File: config.mk
export PLATFORM = sky130hd
export DESIGN_NAME = wft_cell
export DESIGN_NICKNAME = d
export VERILOG_FILES = /design/src/rtl/wft_pkg.sv /design/src/rtl/wft_cell.sv
export SDC_FILE = /design/constraint.sdc
export NUM_CORES = 1
export LEC_CHECK = 0
export BUFFER_PORTS_ARGS = -buffer_cell sky130_fd_sc_hd__buf_2
export CAP_MARGIN = 15
export CORE_AREA = 2 2 39 41
export CTS_CLUSTER_SIZE = 20
export DETAILED_ROUTE_END_ITERATION = 12
export DIE_AREA = 0 0 41 43
export HOLD_SLACK_MARGIN = 0.08
export PLACE_DENSITY = 0.77
export SYNTH_ARGS = -nofsm -noshare
export SYNTH_HDL_FRONTEND = slang
export SYNTH_SLANG_ARGS = --single-unit
File: constraint.sdc
create_clock -name i_clk -period 1.3 [get_ports i_clk]
set_input_delay 0.195 -clock i_clk [delete_from_list [all_inputs] [get_ports i_clk]]
set_output_delay 0.195 -clock i_clk [all_outputs]
set_load 0.01 [all_outputs]
File: src/rtl/wft_pkg.sv
// Package with the shared types, constants and helper functions of the word frequency table.
`default_nettype none
package wft_pkg;

    localparam int LEN_W            = 6;
    localparam int HASH_W           = 64;
    localparam int CNT_W            = 32;
    localparam int SLOT_OUT_W       = 8;
    localparam int CFG_IDX_W        = 2;
    localparam int DEF_TABLE_ENTRIES = 256;
    localparam int DEF_MAX_WORD_LEN  = 32;

    localparam logic [LEN_W-1:0] DEF_QUERY_MIN = 6'd3;
    localparam logic [LEN_W-1:0] DEF_QUERY_MAX = 6'd30;

    localparam logic [7:0] CH_SPACE   = 8'h20;
    localparam logic [7:0] CH_UNDER   = 8'h5F;
    localparam logic [7:0] CH_LOW_A   = 8'h61;
    localparam logic [7:0] CH_LOW_Z   = 8'h7A;
    localparam logic [7:0] CASE_DELTA = 8'h20;
    localparam logic [7:0] CH_NUL     = 8'h00;

    typedef enum logic [CFG_IDX_W-1:0] {
        CFG_QUERY_MIN = 2'd0,
        CFG_QUERY_MAX = 2'd1
    } t_cfg_index;

    typedef enum logic [2:0] {
        ST_ADDED     = 3'd0,
        ST_COUNTED   = 3'd1,
        ST_FOUND     = 3'd2,
        ST_NOT_FOUND = 3'd3,
        ST_IGNORED   = 3'd4,
        ST_EMPTY     = 3'd5,
        ST_FULL      = 3'd6,
        ST_TOO_LONG  = 3'd7
    } t_status;

    typedef enum logic [2:0] {
        S_COLLECT,
        S_EVAL,
        S_SHIFT,
        S_READ,
        S_COMPARE,
        S_DONE
    } t_state;

    typedef struct packed {
        logic       operation;
        logic [7:0] character;
        logic       last;
    } t_in_item;

    typedef struct packed {
        t_status                 status;
        logic [SLOT_OUT_W-1:0]   slot;
        logic [CNT_W-1:0]        occurrences;
        logic [CNT_W-1:0]        total_count;
        logic [HASH_W-1:0]       digest;
    } t_out_item;

    typedef struct packed {
        logic [CFG_IDX_W-1:0] index;
        logic [LEN_W-1:0]     data;
    } t_cfg_item;

    // Control that every cell of the word row sees.
    typedef struct packed {
        logic       shift;
        logic [7:0] chr;
    } t_cell_ctl;

    // sdbm step: h * 65599 + c, modulo 2^64.
    function automatic logic [HASH_W-1:0] fold(input logic [HASH_W-1:0] h,
                                               input logic [7:0] c);
        return {56'd0, c} + (h << 6) + (h << 16) - h;
    endfunction

    function automatic logic is_blank(input logic [7:0] c);
        return (c == CH_SPACE) || (c == CH_UNDER);
    endfunction

    function automatic logic [7:0] upcase(input logic [7:0] c);
        return (c >= CH_LOW_A && c <= CH_LOW_Z) ? c - CASE_DELTA : c;
    endfunction

    function automatic logic [CNT_W-1:0] sat_inc(input logic [CNT_W-1:0] v);
        return (&v) ? v : v + 1'b1;
    endfunction

endpackage
`default_nettype wire

File: src/rtl/wft_cell.sv
// One byte cell of the word row: loads, shifts left and compares against a stored entry.
`default_nettype none
module wft_cell
    import wft_pkg::*;
(
    input  wire logic       i_clk,
    input  wire t_cell_ctl  i_ctl,
    input  wire logic       i_load,
    input  wire logic [7:0] i_right,
    input  wire logic       i_active,
    input  wire logic [7:0] i_ref,
    output logic [7:0]      o_byte,
    output logic            o_match
);
    logic [7:0] r_byte;

    always_ff @(posedge i_clk) begin
        if (i_ctl.shift) begin
            r_byte <= i_right;
        end else if (i_load) begin
            r_byte <= i_ctl.chr;
        end
    end

    // Cells past the key length do not take part in the compare.
    assign o_match = !i_active || (r_byte == i_ref);
    assign o_byte  = r_byte;
endmodule
`default_nettype wire

==> metrics.yaml <==
yosys:
  synthDistinctLibCells: 7
  yosysSeqAreaShare_pct: 51.6
  avgSynthCellArea_um2: 16.0
  synth_seq_cells: 8
  yosys_warnings: 0
  syn-cell-area_um2: 465
  synth_cells: 29
  synth_fp_nets: 57
clock_network:
  cts_tree: "built"
  cts_buffers: 3
  cts_max_level: 1
  root_buffer: "clkbuf_4"
  cts_setup_buffers: 0
  cts_hold_buf: 0
  cts-resized-gates: 0
  cts_num_sinks: 8
  clkTransAtPathRegs_ns: 0.05
  clock_path_buffers: 2
timing:
  relSlewSlack_pct: 80.4
  hold_viol: 0
  worst_slew_pin_slew_ns: 0.295
  setup_viol: 1
  fmax_mhz: 739
  layout_min_cycle_time_ns: 1.35
  rsz0062_at_grt: "true"
  drv_slew: 0
  timing.final.ws_setup_ns: -0.0535
  tns_ns: -0.0535
  period_share_pct: 104
drt:
  via_count: 349
  wirelength_um: 764
  drc: 0
  wl_per_cell_um: 9.20
  via_per_inst: 4.20
  antenna_left: 0
  drtIter0Drc: 1
  dr.pass1.iters: 2
cells_and_area:
  instances_no_fill: 83
  n_antenna_cell: 0
  final_cell_mix: "buf_2 (36), mux2_4 (8), xnor2_1 (8), edfxtp_1 (8), clkbuf_4 (3)"
  final_core_util_pct: 48.9
  largest_register_ffs: 8
  final_common_cell: "buf_2"
  postLayoutCellArea_um2: 677
  area_delta_synth_final_pct: 45.4
  fin_nets: 97
  drive_gt1_share_pct: 70.1
die:
  pin_count: 37
  core_um2: 1380
  row_count: 14
  die_w_um: 41
  die_h_um: 43
  dieArea_um2: 1760
  initial_core_util_pct: 33.6
worst_setup_path:
  required_ns: 1.11
  worstPathMaxFanout: 2
  start_kind: "flop"
  crit_start: "o_byte[1]"
  worst-setup-path-type: "flop to output port"
  cp_data_arrival_time_ns: 1.16
  critical_path.endpoint: "o_match"
  end_kind: "output port"
global_routing:
  first_global_vias: 297
  gr-total-overflow: 0
  grt_pass1_wl_um: 1030
  grt.total_usage_pct: 9.19
  antenna_found_initial: 0
  grt_max_degree: 10
place:
  numPortBuffers: 36
  gp_congestion: 0.633
  dpl.cell_count: 80
  dpl_cell_area_um2: 654
min_path:
  worst_hold_startpoint: "i_right[4]"
  hp-class: "input pin to flop"
status:
  failed_checks: "negative setup slack"
  status: "finished, violations left"
power_and_ir_drop:
  powerDensity_nw_per_um2: 1000
  leakagePower_nw: 0.323
  irDropWorstVdd_v: 0.000359
flow_run:
  maxCapViolations: 0
power by group:
group | internal, mW | total, mW | switching (mW)
Sequential | 0.319 | 0.336 | 0.0165
Combinational | 0.104 | 0.167 | 0.0637
Clock | 0.105 | 0.175 | 0.0703
Total | 0.527 | 0.678 | 0.151
per-layer routing:
metal | wire (µm) | global-route usage, % | vias to the layer above
met5 | 0 | 0 | -
met2 | 340 | 11.9 | 32
met3 | 118 | 3.14 | 0
met4 | 0 | 10.0 | 0
met1 | 305 | 10.5 | 134
li1 | - | - | 183
cell type report:
| cell class | count | area, µm² |
|---|---|---|
| multi-input cells | 20 | 214 |
| fillers | 127 | 707 |
| well taps | 16 | 20.0 |
| repair buffers | 36 | 180 |
| clock buffers | 3 | 22.5 |
| flip-flops and latches | 8 | 240 |
worst min-delay path by stage:
stage          slack [ns]        end  cells after the start
6_report             0.25  o_byte[4]                      2
5_1_grt              0.24  o_byte[2]                      2
4_1_cts              0.24  o_byte[4]                      2
3_5_place_dp         0.50  o_byte[4]                      2
3_3_place_gp         0.50  o_byte[4]                      2
2_1_floorplan        0.41  o_byte[0]                      1
cells by family after synthesis:
logic type,synth area share [%]
buffers and inverters,2.42
xor gates and xnor gates,15.1
muxes,25.8
AOI/OAI and AO/OA,1.07
DFF,51.6
and+or+nand+nor,4.03
metrics by stage:
stage	power, mW	hold WS, ns	setup slack [ns]
2_1_floorplan	0.437	0.412	0.209
3_3_place_gp	0.507	0.501	0.211
3_5_place_dp	0.511	0.500	0.191
4_1_cts	0.688	0.243	-0.0825
5_1_grt	0.717	0.239	-0.214
6_report	0.678	0.248	-0.0535
synthesized netlist by cell type, drive strengths merged:
master / number / area share (%)
edfxtp: 8 / 52
buf: 1 / 2.4
mux2: 8 / 26
or2: 1 / 1.3
nand4: 2 / 2.7
o21ai: 1 / 1.1
xnor2: 8 / 15
critical path, cell delays in order, from the launching register on:
cell,delay (ns)
edfxtp_1,0.40
xnor2_1,0.16
nand4_1,0.10
o21ai_1,0.11
buf_2,0.14
what timing repair did:
item | 4_1_cts | 5_1_grt
gates cloned | 0 | 0
setup endpoints to repair | 1 | 1
endpoints found under the hold margin | 0 | 0
Note: power is estimated with default switching activity, not from simulation.
